==> src/hdl/x86alu_pkg.sv <==
// ---------------------------------------------------------------------------
// x86alu_pkg
// types and codes shared by the 16-bit x86 alu with flags
// ---------------------------------------------------------------------------
package x86alu_pkg;

	localparam logic [4:0] MODE_ADD  = 5'd0;
	localparam logic [4:0] MODE_ADC  = 5'd1;
	localparam logic [4:0] MODE_SUB  = 5'd2;
	localparam logic [4:0] MODE_SBB  = 5'd3;
	localparam logic [4:0] MODE_AND  = 5'd4;
	localparam logic [4:0] MODE_OR   = 5'd5;
	localparam logic [4:0] MODE_XOR  = 5'd6;
	localparam logic [4:0] MODE_CMP  = 5'd7;
	localparam logic [4:0] MODE_TEST = 5'd8;
	localparam logic [4:0] MODE_INC  = 5'd9;
	localparam logic [4:0] MODE_DEC  = 5'd10;
	localparam logic [4:0] MODE_NEG  = 5'd11;
	localparam logic [4:0] MODE_NOT  = 5'd12;
	localparam logic [4:0] MODE_ROL  = 5'd13;
	localparam logic [4:0] MODE_ROR  = 5'd14;
	localparam logic [4:0] MODE_RCL  = 5'd15;
	localparam logic [4:0] MODE_RCR  = 5'd16;
	localparam logic [4:0] MODE_SHL  = 5'd17;
	localparam logic [4:0] MODE_SHR  = 5'd18;
	localparam logic [4:0] MODE_SAR  = 5'd19;
	localparam logic [4:0] MODE_MUL  = 5'd20;
	localparam logic [4:0] MODE_IMUL = 5'd21;
	localparam logic [4:0] MODE_DIV  = 5'd22;
	localparam logic [4:0] MODE_IDIV = 5'd23;
	localparam logic [4:0] MODE_DAA  = 5'd24;
	localparam logic [4:0] MODE_DAS  = 5'd25;
	localparam logic [4:0] MODE_AAA  = 5'd26;
	localparam logic [4:0] MODE_AAS  = 5'd27;
	localparam logic [4:0] MODE_AAM  = 5'd28;
	localparam logic [4:0] MODE_AAD  = 5'd29;
	localparam logic [4:0] MODE_LDF  = 5'd30;
	localparam logic [4:0] MODE_NOP  = 5'd31;

	localparam int F_CF = 0;
	localparam int F_PF = 1;
	localparam int F_AF = 2;
	localparam int F_ZF = 3;
	localparam int F_SF = 4;
	localparam int F_OF = 5;

	typedef struct packed {
		logic [4:0]  mode;
		logic        wide;
		logic [31:0] operand_a;
		logic [15:0] operand_b;
		logic [7:0]  shift_count;
	} req_t;

	typedef struct packed {
		logic [15:0] result_main;
		logic [15:0] result_extra;
		logic        carry_flag;
		logic        parity_flag;
		logic        aux_flag;
		logic        zero_flag;
		logic        sign_flag;
		logic        overflow_flag;
		logic        divide_error;
	} rsp_t;

endpackage

==> src/hdl/x86_16bit_alu_with_flags.sv <==
// ---------------------------------------------------------------------------
// x86_16bit_alu_with_flags
// 8086-style alu: one operation per beat, keeps CF PF AF ZF SF OF
// ---------------------------------------------------------------------------
// One beat in, one beat out. The block takes a beat only when idle and holds
// req_stall high until its result sits in the output register. Shifts and
// rotates step one bit per cycle through a shared shifter when the count is
// nonzero (count masked to 5 bits). Divides and AAM run a restoring divider
// one quotient bit per cycle; a zero divisor skips the divider and flags a
// divide error. The output register frees the pipe while a result waits.
module x86_16bit_alu_with_flags (
	input  logic               clk,
	input  logic               arst_n,
	input  logic               req_valid,
	output logic               req_stall,
	input  x86alu_pkg::req_t   req,
	output logic               rsp_valid,
	input  logic               rsp_stall,
	output x86alu_pkg::rsp_t   rsp
);

	typedef enum logic [1:0] {S_IDLE, S_SHIFT, S_DIV, S_FIN} state_t;

	state_t      state_q;
	logic [5:0]  flags_q;
	logic [4:0]  op_q;
	logic        w_q;
	logic [15:0] main_q;
	logic [15:0] extra_q;
	logic [5:0]  nf_q;
	logic        err_q;
	logic [31:0] wx_q;
	logic [15:0] rem_q;
	logic [15:0] mb_q;
	logic        na_q;
	logic        nb_q;
	logic        cf_q;
	logic        of_q;
	logic [5:0]  cnt_q;
	logic        rsp_valid_q;
	x86alu_pkg::rsp_t rsp_q;

	function automatic logic [5:0] szp(input logic [15:0] r, input logic w,
			input logic [5:0] fi);
		logic [5:0] f;
		f = fi;
		f[x86alu_pkg::F_SF] = w ? r[15] : r[7];
		f[x86alu_pkg::F_ZF] = (r == 16'h0000);
		f[x86alu_pkg::F_PF] = ~^r[7:0];
		return f;
	endfunction

	function automatic logic [21:0] add_core(input logic [15:0] x, input logic [15:0] y,
			input logic c, input logic sub, input logic w, input logic [5:0] fi);
		logic [16:0] t;
		logic [15:0] r;
		logic [5:0]  f;
		f = fi;
		if (sub) begin
			t = {1'b0, x} - {1'b0, y} - {16'h0000, c};
		end else begin
			t = {1'b0, x} + {1'b0, y} + {16'h0000, c};
		end
		r = w ? t[15:0] : {8'h00, t[7:0]};
		f[x86alu_pkg::F_AF] = x[4] ^ y[4] ^ t[4];
		if (sub) begin
			f[x86alu_pkg::F_CF] = t[16];
			f[x86alu_pkg::F_OF] = w ? ((x[15] ^ y[15]) & (x[15] ^ t[15]))
			                        : ((x[7] ^ y[7]) & (x[7] ^ t[7]));
		end else begin
			f[x86alu_pkg::F_CF] = w ? t[16] : t[8];
			f[x86alu_pkg::F_OF] = w ? ((t[15] ^ x[15]) & (t[15] ^ y[15]))
			                        : ((t[7] ^ x[7]) & (t[7] ^ y[7]));
		end
		f = szp(r, w, f);
		return {f, r};
	endfunction

	// operand selection
	logic [15:0] x, y;
	logic [7:0]  al, ah, b8;
	logic        w;
	assign w  = req.wide;
	assign x  = w ? req.operand_a[15:0] : {8'h00, req.operand_a[7:0]};
	assign y  = w ? req.operand_b : {8'h00, req.operand_b[7:0]};
	assign al = req.operand_a[7:0];
	assign ah = req.operand_a[15:8];
	assign b8 = req.operand_b[7:0];

	// shared adder and multiplier
	logic [15:0] ax, ay;
	logic        ac, asub, aw;
	logic [21:0] add_o;
	logic [16:0] mx, my;
	logic [33:0] prod;
	logic [31:0] p32;
	logic        daa_lo, daa_hi;

	assign daa_lo = (al[3:0] > 4'd9) || flags_q[x86alu_pkg::F_AF];
	assign daa_hi = (al > 8'h99) || flags_q[x86alu_pkg::F_CF];

	always_comb begin
		ax = x;
		ay = y;
		ac = 1'b0;
		asub = 1'b0;
		aw = w;
		unique case (req.mode) inside
			x86alu_pkg::MODE_ADC: ac = flags_q[x86alu_pkg::F_CF];
			x86alu_pkg::MODE_SUB, x86alu_pkg::MODE_CMP: asub = 1'b1;
			x86alu_pkg::MODE_SBB: begin
				asub = 1'b1;
				ac = flags_q[x86alu_pkg::F_CF];
			end
			x86alu_pkg::MODE_INC: ay = 16'h0001;
			x86alu_pkg::MODE_DEC: begin
				ay = 16'h0001;
				asub = 1'b1;
			end
			x86alu_pkg::MODE_NEG: begin
				ax = 16'h0000;
				ay = x;
				asub = 1'b1;
			end
			x86alu_pkg::MODE_DAA, x86alu_pkg::MODE_DAS: begin
				ax = {8'h00, al};
				ay = {8'h00, daa_hi ? 4'h6 : 4'h0, daa_lo ? 4'h6 : 4'h0};
				asub = (req.mode == x86alu_pkg::MODE_DAS);
				aw = 1'b0;
			end
			x86alu_pkg::MODE_AAD: begin
				ax = {8'h00, al};
				ay = {8'h00, p32[7:0]};
				aw = 1'b0;
			end
			default: ;
		endcase
	end

	assign add_o = add_core(ax, ay, ac, asub, aw, flags_q);

	always_comb begin
		mx = {1'b0, x};
		my = {1'b0, y};
		unique case (req.mode) inside
			x86alu_pkg::MODE_IMUL: begin
				mx = w ? {x[15], x} : {{9{x[7]}}, x[7:0]};
				my = w ? {y[15], y} : {{9{y[7]}}, y[7:0]};
			end
			x86alu_pkg::MODE_AAD: begin
				mx = {9'h000, ah};
				my = {9'h000, b8};
			end
			default: ;
		endcase
	end

	assign prod = $signed(mx) * $signed(my);
	assign p32  = prod[31:0];

	// plain operations and iteration set-up
	logic [15:0] s_main, s_extra;
	logic [5:0]  s_f;
	logic        s_err, s_go_shift, s_go_div;
	logic [7:0]  al2, ah2;
	logic        a_cond;
	logic [15:0] a16_neg;
	logic [31:0] a32_neg;
	logic [15:0] b_neg;

	assign a_cond  = (al[3:0] > 4'd9) || flags_q[x86alu_pkg::F_AF];
	assign a16_neg = 16'h0000 - req.operand_a[15:0];
	assign a32_neg = 32'h00000000 - req.operand_a;
	assign b_neg   = 16'h0000 - y;

	always_comb begin
		s_main = 16'h0000;
		s_extra = 16'h0000;
		s_f = flags_q;
		s_err = 1'b0;
		s_go_shift = 1'b0;
		s_go_div = 1'b0;
		al2 = al;
		ah2 = ah;
		unique case (req.mode) inside
			x86alu_pkg::MODE_ADD, x86alu_pkg::MODE_ADC, x86alu_pkg::MODE_SUB,
			x86alu_pkg::MODE_SBB, x86alu_pkg::MODE_NEG: begin
				s_main = add_o[15:0];
				s_f = add_o[21:16];
			end
			x86alu_pkg::MODE_CMP: begin
				s_main = x;
				s_f = add_o[21:16];
			end
			x86alu_pkg::MODE_INC, x86alu_pkg::MODE_DEC: begin
				s_main = add_o[15:0];
				s_f = add_o[21:16];
				s_f[x86alu_pkg::F_CF] = flags_q[x86alu_pkg::F_CF];
			end
			x86alu_pkg::MODE_AND, x86alu_pkg::MODE_OR, x86alu_pkg::MODE_XOR,
			x86alu_pkg::MODE_TEST: begin
				unique case (req.mode) inside
					x86alu_pkg::MODE_OR:  s_main = x | y;
					x86alu_pkg::MODE_XOR: s_main = x ^ y;
					default:              s_main = x & y;
				endcase
				s_f[x86alu_pkg::F_CF] = 1'b0;
				s_f[x86alu_pkg::F_OF] = 1'b0;
				s_f[x86alu_pkg::F_AF] = 1'b0;
				s_f = szp(s_main, w, s_f);
				if (req.mode == x86alu_pkg::MODE_TEST) begin
					s_main = x;
				end
			end
			x86alu_pkg::MODE_NOT: s_main = w ? ~x : {8'h00, ~x[7:0]};
			x86alu_pkg::MODE_ROL, x86alu_pkg::MODE_ROR, x86alu_pkg::MODE_RCL,
			x86alu_pkg::MODE_RCR, x86alu_pkg::MODE_SHL, x86alu_pkg::MODE_SHR,
			x86alu_pkg::MODE_SAR: begin
				s_main = x;
				s_go_shift = (req.shift_count[4:0] != 5'd0);
			end
			x86alu_pkg::MODE_MUL: begin
				s_main = p32[15:0];
				s_extra = w ? p32[31:16] : 16'h0000;
				s_f[x86alu_pkg::F_CF] = w ? |p32[31:16] : |p32[15:8];
				s_f[x86alu_pkg::F_OF] = s_f[x86alu_pkg::F_CF];
			end
			x86alu_pkg::MODE_IMUL: begin
				s_main = p32[15:0];
				s_extra = w ? p32[31:16] : 16'h0000;
				s_f[x86alu_pkg::F_CF] = w ? !((&p32[31:15]) || !(|p32[31:15]))
				                          : !((&p32[31:7]) || !(|p32[31:7]));
				s_f[x86alu_pkg::F_OF] = s_f[x86alu_pkg::F_CF];
			end
			x86alu_pkg::MODE_DIV, x86alu_pkg::MODE_IDIV: begin
				s_err = (y == 16'h0000);
				s_go_div = !s_err;
			end
			x86alu_pkg::MODE_DAA, x86alu_pkg::MODE_DAS: begin
				s_f = add_o[21:16];
				s_f[x86alu_pkg::F_AF] = daa_lo;
				s_f[x86alu_pkg::F_CF] = daa_hi;
				s_main = {ah, add_o[7:0]};
			end
			x86alu_pkg::MODE_AAA, x86alu_pkg::MODE_AAS: begin
				if (req.mode == x86alu_pkg::MODE_AAA) begin
					s_f[x86alu_pkg::F_SF] = (al >= 8'h7A) && (al <= 8'hF9);
					s_f[x86alu_pkg::F_OF] = (al >= 8'h7A) && (al <= 8'h7F);
				end else begin
					s_f[x86alu_pkg::F_SF] = (!flags_q[x86alu_pkg::F_AF] && (al > 8'h7F)) ||
						(flags_q[x86alu_pkg::F_AF] && ((al <= 8'h05) || (al >= 8'h86)));
					s_f[x86alu_pkg::F_OF] = flags_q[x86alu_pkg::F_AF] && (al > 8'h7F) &&
						(al <= 8'h85);
				end
				if (a_cond) begin
					al2 = (req.mode == x86alu_pkg::MODE_AAA) ? al + 8'h06 : al - 8'h06;
					ah2 = (req.mode == x86alu_pkg::MODE_AAA) ? ah + 8'h01 : ah - 8'h01;
				end
				s_f[x86alu_pkg::F_AF] = a_cond;
				s_f[x86alu_pkg::F_CF] = a_cond;
				s_f[x86alu_pkg::F_ZF] = (al2 == 8'h00);
				s_f[x86alu_pkg::F_PF] = ~^al2;
				s_main = {ah2, 4'h0, al2[3:0]};
			end
			x86alu_pkg::MODE_AAM: begin
				if (b8 == 8'h00) begin
					s_f = 6'b000000;
					s_err = 1'b1;
				end else begin
					s_go_div = 1'b1;
				end
			end
			x86alu_pkg::MODE_AAD: begin
				s_f = add_o[21:16];
				s_f[x86alu_pkg::F_AF] = 1'b0;
				s_f[x86alu_pkg::F_CF] = 1'b0;
				s_f[x86alu_pkg::F_OF] = 1'b0;
				s_main = {8'h00, add_o[7:0]};
			end
			x86alu_pkg::MODE_LDF: begin
				s_f[x86alu_pkg::F_CF] = req.operand_b[0];
				s_f[x86alu_pkg::F_PF] = req.operand_b[2];
				s_f[x86alu_pkg::F_AF] = req.operand_b[4];
				s_f[x86alu_pkg::F_ZF] = req.operand_b[6];
				s_f[x86alu_pkg::F_SF] = req.operand_b[7];
				s_f[x86alu_pkg::F_OF] = req.operand_b[11];
			end
			default: ;
		endcase
	end

	// shared one-bit shifter
	logic [15:0] sx, sh_x, sh_mbit;
	logic        sh_msb, sh_cf, sh_of;
	logic [5:0]  sh_f;
	assign sx      = wx_q[15:0];
	assign sh_msb  = w_q ? sx[15] : sx[7];
	assign sh_mbit = w_q ? 16'h8000 : 16'h0080;

	always_comb begin
		sh_cf = cf_q;
		sh_of = of_q;
		sh_x = sx;
		case (op_q)
			x86alu_pkg::MODE_ROL: begin
				sh_cf = sh_msb;
				sh_x = {sx[14:0], sh_msb};
			end
			x86alu_pkg::MODE_ROR: begin
				sh_cf = sx[0];
				sh_x = (sx >> 1) | (sx[0] ? sh_mbit : 16'h0000);
			end
			x86alu_pkg::MODE_RCL: begin
				sh_cf = sh_msb;
				sh_x = {sx[14:0], cf_q};
			end
			x86alu_pkg::MODE_RCR: begin
				sh_cf = sx[0];
				sh_x = (sx >> 1) | (cf_q ? sh_mbit : 16'h0000);
			end
			x86alu_pkg::MODE_SHL: begin
				sh_cf = sh_msb;
				sh_x = {sx[14:0], 1'b0};
			end
			x86alu_pkg::MODE_SHR: begin
				sh_of = sh_msb;
				sh_cf = sx[0];
				sh_x = sx >> 1;
			end
			default: begin
				sh_cf = sx[0];
				sh_x = (sx >> 1) | (sx & sh_mbit);
			end
		endcase
		if (!w_q) begin
			sh_x[15:8] = 8'h00;
		end
	end

	always_comb begin
		sh_f = nf_q;
		sh_f[x86alu_pkg::F_CF] = cf_q;
		case (op_q)
			x86alu_pkg::MODE_ROL, x86alu_pkg::MODE_RCL, x86alu_pkg::MODE_SHL:
				sh_f[x86alu_pkg::F_OF] = sh_msb ^ cf_q;
			x86alu_pkg::MODE_ROR, x86alu_pkg::MODE_RCR:
				sh_f[x86alu_pkg::F_OF] = sh_msb ^ (w_q ? sx[14] : sx[6]);
			x86alu_pkg::MODE_SHR: sh_f[x86alu_pkg::F_OF] = of_q;
			default: sh_f[x86alu_pkg::F_OF] = 1'b0;
		endcase
		if (op_q >= x86alu_pkg::MODE_SHL) begin
			sh_f[x86alu_pkg::F_AF] = (op_q == x86alu_pkg::MODE_SHL) ? sx[4] : 1'b1;
			sh_f = szp(sx, w_q, sh_f);
		end
	end

	// shared restoring divider step and sign fix-up
	logic [16:0] dv_rs;
	logic        dv_ge;
	logic [15:0] dv_rem;
	logic [31:0] dv_msb, dv_mask, dv_q;
	logic [15:0] dv_r;
	logic        dv_err;
	logic [5:0]  dv_f;

	assign dv_rs   = {rem_q, wx_q[31]};
	assign dv_ge   = dv_rs >= {1'b0, mb_q};
	assign dv_rem  = dv_ge ? 16'(dv_rs - {1'b0, mb_q}) : dv_rs[15:0];
	assign dv_msb  = w_q ? 32'h00008000 : 32'h00000080;
	assign dv_mask = w_q ? 32'h0000FFFF : 32'h000000FF;

	always_comb begin
		dv_q = wx_q;
		dv_r = rem_q;
		dv_err = 1'b0;
		dv_f = nf_q;
		if (op_q == x86alu_pkg::MODE_AAM) begin
			dv_f = szp({8'h00, rem_q[7:0]}, 1'b0, dv_f);
			dv_f[x86alu_pkg::F_AF] = 1'b0;
			dv_f[x86alu_pkg::F_CF] = 1'b0;
			dv_f[x86alu_pkg::F_OF] = 1'b0;
			dv_q = {16'h0000, wx_q[7:0], rem_q[7:0]};
			dv_r = 16'h0000;
		end else if (op_q == x86alu_pkg::MODE_IDIV) begin
			if (na_q != nb_q) begin
				dv_err = wx_q > dv_msb;
				dv_q = 32'h00000000 - wx_q;
			end else begin
				dv_err = wx_q > (dv_msb - 32'h00000001);
			end
			if (na_q) begin
				dv_r = 16'h0000 - rem_q;
			end
		end else begin
			dv_err = wx_q > dv_mask;
		end
		if (op_q != x86alu_pkg::MODE_AAM) begin
			dv_q = dv_q & dv_mask;
			dv_r = dv_r & dv_mask[15:0];
		end
		if (dv_err) begin
			dv_q = 32'h00000000;
			dv_r = 16'h0000;
		end
	end

	always_ff @(posedge clk or negedge arst_n) begin
		if (!arst_n) begin
			state_q <= S_IDLE;
			flags_q <= 6'b000000;
			rsp_valid_q <= 1'b0;
			cnt_q <= 6'd0;
		end else begin
			if (rsp_valid_q && !rsp_stall && (state_q != S_FIN)) begin
				rsp_valid_q <= 1'b0;
			end
			unique case (state_q)
				S_IDLE: begin
					if (req_valid) begin
						op_q <= req.mode;
						w_q <= w;
						main_q <= s_main;
						extra_q <= s_extra;
						nf_q <= s_f;
						err_q <= s_err;
						cf_q <= flags_q[x86alu_pkg::F_CF];
						of_q <= flags_q[x86alu_pkg::F_OF];
						rem_q <= 16'h0000;
						na_q <= 1'b0;
						nb_q <= 1'b0;
						if (s_go_shift) begin
							wx_q <= {16'h0000, x};
							cnt_q <= {1'b0, req.shift_count[4:0]};
							state_q <= S_SHIFT;
						end else if (s_go_div) begin
							state_q <= S_DIV;
							if (req.mode == x86alu_pkg::MODE_AAM) begin
								wx_q <= {8'h00, al, 16'h0000};
								mb_q <= {8'h00, b8};
								cnt_q <= 6'd16;
							end else if (w) begin
								na_q <= (req.mode == x86alu_pkg::MODE_IDIV) &&
									req.operand_a[31];
								nb_q <= (req.mode == x86alu_pkg::MODE_IDIV) && y[15];
								wx_q <= ((req.mode == x86alu_pkg::MODE_IDIV) &&
									req.operand_a[31]) ? a32_neg : req.operand_a;
								mb_q <= ((req.mode == x86alu_pkg::MODE_IDIV) && y[15]) ?
									b_neg : y;
								cnt_q <= 6'd32;
							end else begin
								na_q <= (req.mode == x86alu_pkg::MODE_IDIV) &&
									req.operand_a[15];
								nb_q <= (req.mode == x86alu_pkg::MODE_IDIV) && y[7];
								wx_q <= {((req.mode == x86alu_pkg::MODE_IDIV) &&
									req.operand_a[15]) ? a16_neg : req.operand_a[15:0],
									16'h0000};
								mb_q <= ((req.mode == x86alu_pkg::MODE_IDIV) && y[7]) ?
									{8'h00, b_neg[7:0]} : y;
								cnt_q <= 6'd16;
							end
						end else begin
							state_q <= S_FIN;
						end
					end
				end
				S_SHIFT: begin
					if (cnt_q == 6'd0) begin
						main_q <= sx;
						nf_q <= sh_f;
						state_q <= S_FIN;
					end else begin
						wx_q <= {16'h0000, sh_x};
						cf_q <= sh_cf;
						of_q <= sh_of;
						cnt_q <= cnt_q - 6'd1;
					end
				end
				S_DIV: begin
					if (cnt_q == 6'd0) begin
						main_q <= dv_q[15:0];
						extra_q <= dv_r;
						err_q <= dv_err;
						nf_q <= dv_f;
						state_q <= S_FIN;
					end else begin
						rem_q <= dv_rem;
						wx_q <= {wx_q[30:0], dv_ge};
						cnt_q <= cnt_q - 6'd1;
					end
				end
				S_FIN: begin
					if (!rsp_valid_q || !rsp_stall) begin
						rsp_valid_q <= 1'b1;
						rsp_q.result_main <= main_q;
						rsp_q.result_extra <= extra_q;
						rsp_q.carry_flag <= nf_q[x86alu_pkg::F_CF];
						rsp_q.parity_flag <= nf_q[x86alu_pkg::F_PF];
						rsp_q.aux_flag <= nf_q[x86alu_pkg::F_AF];
						rsp_q.zero_flag <= nf_q[x86alu_pkg::F_ZF];
						rsp_q.sign_flag <= nf_q[x86alu_pkg::F_SF];
						rsp_q.overflow_flag <= nf_q[x86alu_pkg::F_OF];
						rsp_q.divide_error <= err_q;
						flags_q <= nf_q;
						state_q <= S_IDLE;
					end
				end
				default: state_q <= S_IDLE;
			endcase
		end
	end

	assign req_stall = (state_q != S_IDLE);
	assign rsp_valid = rsp_valid_q;
	assign rsp       = rsp_q;

endmodule
==> config.mk <==
export PLATFORM = sky130hd
export DESIGN_NAME = x86_16bit_alu_with_flags
export DESIGN_NICKNAME = d
export VERILOG_FILES = /design/src/hdl/x86alu_pkg.sv /design/src/hdl/x86_16bit_alu_with_flags.sv
export SDC_FILE = /design/constraint.sdc
export NUM_CORES = 2
export LEC_CHECK = 0
export ABC_AREA = 1
export BUFFER_PORTS_ARGS = -buffer_cell sky130_fd_sc_hd__buf_2
export CORE_MARGIN = 2
export CORE_UTILIZATION = 45
export DETAILED_ROUTE_END_ITERATION = 10
export PLACE_DENSITY = 0.69
export SYNTH_ARGS = -nofsm -noshare
export SYNTH_HDL_FRONTEND = slang
export SYNTH_SLANG_ARGS = --single-unit
==> constraint.sdc <==
create_clock -name clk -period 4.75 [get_ports clk]
set_clock_uncertainty 0.2 [all_clocks]
set_input_delay 0 -clock clk [delete_from_list [all_inputs] [get_ports clk]]
set_output_delay 0 -clock clk [all_outputs]
set_load 0.1 [all_outputs]
# Word level (Yosys, flattened, before mapping)
# Cells that the tools add are included.
# totals
register_bits	167
input_bits	66
wordCells	360
output_inout_bits	41
# classes
eq_ne	56
n_addsub	16
n_mul	1
n_reduce_logical	88
bitwise_logic	27
n_mux	130
n_lt_le_gt_ge	14
# op_table
cell	n
16-bit two-way mux	35
32-bit two-way mux	8
16-bit case mux with 2 select lines	4
16-bit case mux with 8 select lines	1
5-bit equality test, second input constant	20
16-bit case mux with 6 select lines	1
32-bit case mux with 3 select lines	1
17-bit case mux with 2 select lines	2
6-bit two-way mux	11
16-bit AND	4
32-bit by 16-bit > comparator with 1-bit output	2
16-bit logical NOT	4
16-bit case mux with 4 select lines	1
1-bit by 16-bit subtractor with 16-bit output, first input constant	4
8-bit two-way mux	7
5-bit by 4-bit equality test with 1-bit output, second input constant	11
17-bit two-way mux	3
15-bit by 16-bit OR with 16-bit output	3
16-bit case mux with 3 select lines	1
8-bit XNOR reduction	5
1-bit two-way mux	34
32-bit > comparator	1
17-bit by 17-bit multiplier with 32-bit output	1
1-bit by 32-bit subtractor with 32-bit output, first input constant	1
78 further kinds	167

# Depth between registers and ports, before layout
# depth
ltp_word	15
ltp_mapped	44
mapped_depth_nobuf	42

# Worst setup path after synthesis
# OpenSTA, ideal clock, no wires.
# synth_path
path_kind	input-to-reg
from	input req[58] (netlist name)
to	register nf_q[1] (data pin)
n_path_buf	3
setup_slack_ns	-2.390
t_arrival_ns	6.662
cell_stages	36
t_required_ns	4.273
cell_sequence	buf_4 > inv_2 > nand2_4 > clkinv_2 > nand2_4 > nor2_8 > buf_2 > nor2_1 > a21oi_1 > clkbuf_1 > nor2_1 > ha_1 > fa_1 > ha_1 > ha_1 > inv_1 > fa_1 > inv_1 > ha_1 > inv_1 > fa_1 > o22ai_1 > nor3_1 > a21oi_1 > ha_1 > ha_1 > a21oi_1 > o21ai_0 > a21oi_1 > xor2_1 > mux2_2 > ha_1 > xnor2_1 > xnor2_1 > a2111oi_0 > a32oi_1
# synth_via
elab_chain_len	12
# synth_lines
item	line	source
start: declaration	x86_16bit_alu_with_flags.sv:16	input x86alu_pkg::req_t req,
5-bit equality test (no source line)	--	
17-bit case mux with 2 select lines	x86_16bit_alu_with_flags.sv:145	unique case (req.mode) inside
17-bit by 17-bit multiplier with 32-bit output	x86_16bit_alu_with_flags.sv:158	assign prod = $signed(mx) * $signed(my);
16-bit case mux with 4 select lines	x86_16bit_alu_with_flags.sv:108	unique case (req.mode) inside
16-bit by 16-bit adder with 17-bit output / 16-bit by 16-bit subtractor with 17-bit output (equally long branches)	x86_16bit_alu_with_flags.sv:62, x86_16bit_alu_with_flags.sv:60	
17-bit by 1-bit adder with 17-bit output / 17-bit by 1-bit subtractor with 17-bit output (equally long branches)	x86_16bit_alu_with_flags.sv:62, x86_16bit_alu_with_flags.sv:60	
17-bit two-way mux	x86_16bit_alu_with_flags.sv:59	if (sub) begin
16-bit two-way mux	x86_16bit_alu_with_flags.sv:64	r = w ? t[15:0] : {8'h00, t[7:0]};
8-bit XNOR reduction	x86_16bit_alu_with_flags.sv:49	f[x86alu_pkg::F_PF] = ~^r[7:0];
4-bit case mux with 7 select lines *	x86_16bit_alu_with_flags.sv:185	unique case (req.mode) inside
6-bit two-way mux *	x86_16bit_alu_with_flags.sv:419	if (req_valid) begin
6-bit case mux with 3 select lines *	x86_16bit_alu_with_flags.sv:417	unique case (state_q)
end signal: assignment	x86_16bit_alu_with_flags.sv:483	nf_q <= dv_f;
end: declaration	x86_16bit_alu_with_flags.sv:30	logic [5:0] nf_q;
# Mark *: on every way between the ends. The rest lies on a longest branch, timed or not. The select of a mux whose other input is x is not followed.
# A chain may end at the register's enable or synchronous reset.

# Worst setup path in the final report
# layout_path
from	input req[58] (netlist name)
to	register nf_q[5] (data pin)
# layout_via
elab_chain_len	14
# layout_lines
item	line	source
5-bit equality test (no source line)	--	
17-bit case mux with 2 select lines	x86_16bit_alu_with_flags.sv:145	
17-bit by 17-bit multiplier with 32-bit output	x86_16bit_alu_with_flags.sv:158	
16-bit case mux with 4 select lines	x86_16bit_alu_with_flags.sv:108	
16-bit by 16-bit adder with 17-bit output / 16-bit by 16-bit subtractor with 17-bit output (equally long branches)	x86_16bit_alu_with_flags.sv:62, x86_16bit_alu_with_flags.sv:60	
17-bit by 1-bit adder with 17-bit output / 17-bit by 1-bit subtractor with 17-bit output (equally long branches)	x86_16bit_alu_with_flags.sv:62, x86_16bit_alu_with_flags.sv:60	
17-bit two-way mux	x86_16bit_alu_with_flags.sv:59	
1-bit XOR, on equally long branches	--	
1-bit AND, on equally long branches	--	
1-bit two-way mux, on equally long branches	x86_16bit_alu_with_flags.sv:72, x86_16bit_alu_with_flags.sv:68	
1-bit two-way mux	x86_16bit_alu_with_flags.sv:66	if (sub) begin
1-bit case mux with 7 select lines *	x86_16bit_alu_with_flags.sv:185	
6-bit two-way mux *	x86_16bit_alu_with_flags.sv:419	
6-bit case mux with 3 select lines *	x86_16bit_alu_with_flags.sv:417	
# Marks and branches as above.

==> results.cfg <==
[run_status]
outcome = complete, but fails checks
violations = negative setup slack

[worst_setup_path]
required_ps = 4750
reg2reg_slack_ps = 150
endpoint_kind = flop
slowest_stage = fa_1
arrival_ps = 6690
path_class = input pin to flop
crit_top_cell = nand2_1
cp-start-kind = input pin
path_max_fanout = 6
cpPeakStageDelay_ps = 490

[sta]
finalSetupViolCount = 35
tns_ps = -47910
hold_viol = 0
fin_ws_ps = -1940
drv_slew = 0
final.period_utilization = 1.41
fmax_ghz = 0.150
worstMarginPinSlew_ps = 1350
min_period_ps = 6690
rsz0062_at_grt = yes
maxSlewHeadroom = 0.0892

[clock_tree]
numCtsBuffers = 17
clock_latency_ps = 450
h-tree-depth = 4
clockBufferDepth = 2
cts-root-buf = clkbuf_16
cts_sinks = 167
tritoncts = done
cts.clk_slew.worst_paths_ps = 70

[placed_design]
pre_cts_ws_ps = -2840
io_buffers = 103
place_area_mm2 = 0.0331
place_congestion = 1.03
dp_cells = 5134
dp_hpwl_um = 90600

[pwr]
p_comb_frac = 0.844
leakagePower_uw = 0.0173
power_density_mw_per_mm2 = 695
p_sw_uw = 14300
power_frac_clock = 0.055
ir_drop_mv = 0.639
internal_power_uw = 12000
seq_power_share = 0.101
swShare = 0.543

[grt]
grt_pass1_vias = 28943
grt_max_degree = 40
grt_overflow = 0
grt_pass1_wl_um = 171000
grt_usage = 0.351
antenna_found_initial = 1

[die]
core-area_mm2 = 0.0617
initial_core_util = 0.455
ioPinCount = 107
rows = 91
die_area_mm2 = 0.0644
die_x_um = 254
die_y_um = 254

[route]
wl_met3_um = 13600
wl_per_cell_um = 21.6
drt_iter0_markers = 3314
m1WireLength_um = 45000
topRoutingLayerUsed = met5
dr.pass1.iters = 8
met2_wirelength_um = 50200
postRouteAntennaNets = 0
via_per_inst = 5.64
drcViolationCount = 0
wl_um = 114000
vias = 29961

[synth]
yosysWarnings = 0
yosysUniqueCellTypes = 71
synth_edf_count = 152
synth_nets = 4423
async_flop_share = 0.0898
syn_area_mm2 = 0.0281
synth.ff_latch_count = 167
synth.avg_cell_area_um2 = 7.32
ys_dominant_reg_cell = edfxtp_1
seq_area_frac_synth = 0.176
syn_inst = 3838

[flow_run]
cap_violations = 0

[layout]
layout-drive-gt1-share = 0.292
stdcell_count = 5308
postLayoutCellArea_mm2 = 0.0378
areaGrowthSynthToFinish_pct = 34.5
nets = 5041

[worst_hold_path]
hold_path_class = input pin to flop
-- final cells by class --
cell class,instances,area (um^2)
Clock inverter,15,194
Timing Repair inverter,1,7.51
Inverter,740,2850
Timing Repair Buffer,694,5610
Clock buffer,17,425
Sequential cell,167,4940
Fill cell,5390,23900
Antenna cell,2,5.00
Tap cell,837,1050
Multi-Input combinational cell,2835,22700
-- state kept, by name (all words and copies together), names as in the netlist, 6 cells and up --
register	count
flags_q	6
mb_q	16
nf_q	6
main_q	16
extra_q	16
rsp	39
cnt_q	6
wx_q	32
rem_q	16
-- cells in the final DEF, fill, tap and decap left out, drive strengths merged, types with 36 or more instances in the layout --
cell type,count
a21oi,207
buf,658
dlygate4sd3,36
edfxtp,152
fa,289
ha,230
inv,721
nand2,815
nand3,174
nand4,45
nor2,477
nor3,49
o211ai,44
o21ai,205
o22ai,38
xor2,64
-- critical path, delay by kind of cell --
| family | cells | cell delay, ps |
|---|---|---|
| adder cells (fa/ha/maj) | 8 | 2440 |
| AO/OA/AOI/OAI | 6 | 1060 |
| XOR/XNOR | 1 | 190 |
| AND/OR/NAND/NOR | 17 | 1630 |
| buffers and inverters | 15 | 1310 |
-- repair_timing --
item                                   CTS  global route
buffers inserted                        80            40
gates cloned                             2             0
endpoints found under the hold margin   60             0
setup endpoints to repair               35            35
hold buffers                            36             0
pin swaps                              289           166
resized for setup                      470           243
-- power groups by stage --
stage,Combinational [uW],Sequential [uW],Clock (uW)
final,22200,2660,1440
after global routing,23600,2700,1500
after CTS,20400,2640,1450
after detailed placement,16600,2670,0
after global placement,16400,2670,0
after floorplan,9060,3010,0
-- Yosys cell counts, types with 9 or more instances --
master,count,area [um^2]
a21oi_1,202,1010
a221oi_1,9,78.8
a22oi_1,13,97.6
a31oi_1,13,81.3
buf_2,23,115
clkbuf_1,60,225
clkinv_1,26,97.6
dfrtp_1,15,375
edfxtp_1,152,4560
fa_1,289,5790
ha_1,230,2880
inv_1,699,2620
inv_2,13,48.8
nand2_1,803,3010
nand3_1,167,836
nand4_1,45,282
nor2_1,455,1710
nor2_2,16,100
nor3_1,46,230
nor4_1,14,87.6
o2111ai_1,10,87.6
o211ai_1,44,330
o21ai_0,185,926
o21ai_1,14,70.1
o221ai_1,20,175
o22ai_1,38,238
o31ai_1,9,67.6
or2_2,11,68.8
xnor2_1,33,289
xor2_1,63,552
-- layer usage --
metal  vias up  track usage
met4         2        0.142
li1      13596            -
met5         -            0
met1     14252        0.476
met2      1734        0.542
met3       377       0.0805
-- metrics by stage --
step | util | total power [uW] | hold WS [ps]
final | 0.613 | 26300 | 34.3
after global routing | 0.612 | 27800 | 26.6
after floorplan | - | 12100 | -496
after global placement | 0.537 | 19100 | -247
after detailed placement | 0.537 | 19300 | -248
after CTS | 0.592 | 24500 | 8.30
-- final timing paths --
check	from	endpoint	cells past startpoint
max in group asynchronous	arst_n	cnt_q[2]	3
min in group asynchronous	arst_n	flags_q[2]	3
worst min-delay path	req[58]	na_q	4
worst max register to register	flags_q[2]	nf_q[1]	19
worst max-delay path	req[58]	nf_q[5]	47
worst min register to register	main_q[4]	rsp[27]	0
-- kinds of logic after synthesis --
group / synth area share
AOI/OAI and AO/OA: 0.129
xor gates and xnor gates: 0.0305
adders and majority gates: 0.308
buffers and inverters: 0.115
DFF: 0.176
muxes: 0.00120
and+or+nand+nor: 0.240
Power figures use the tool's default switching activity.
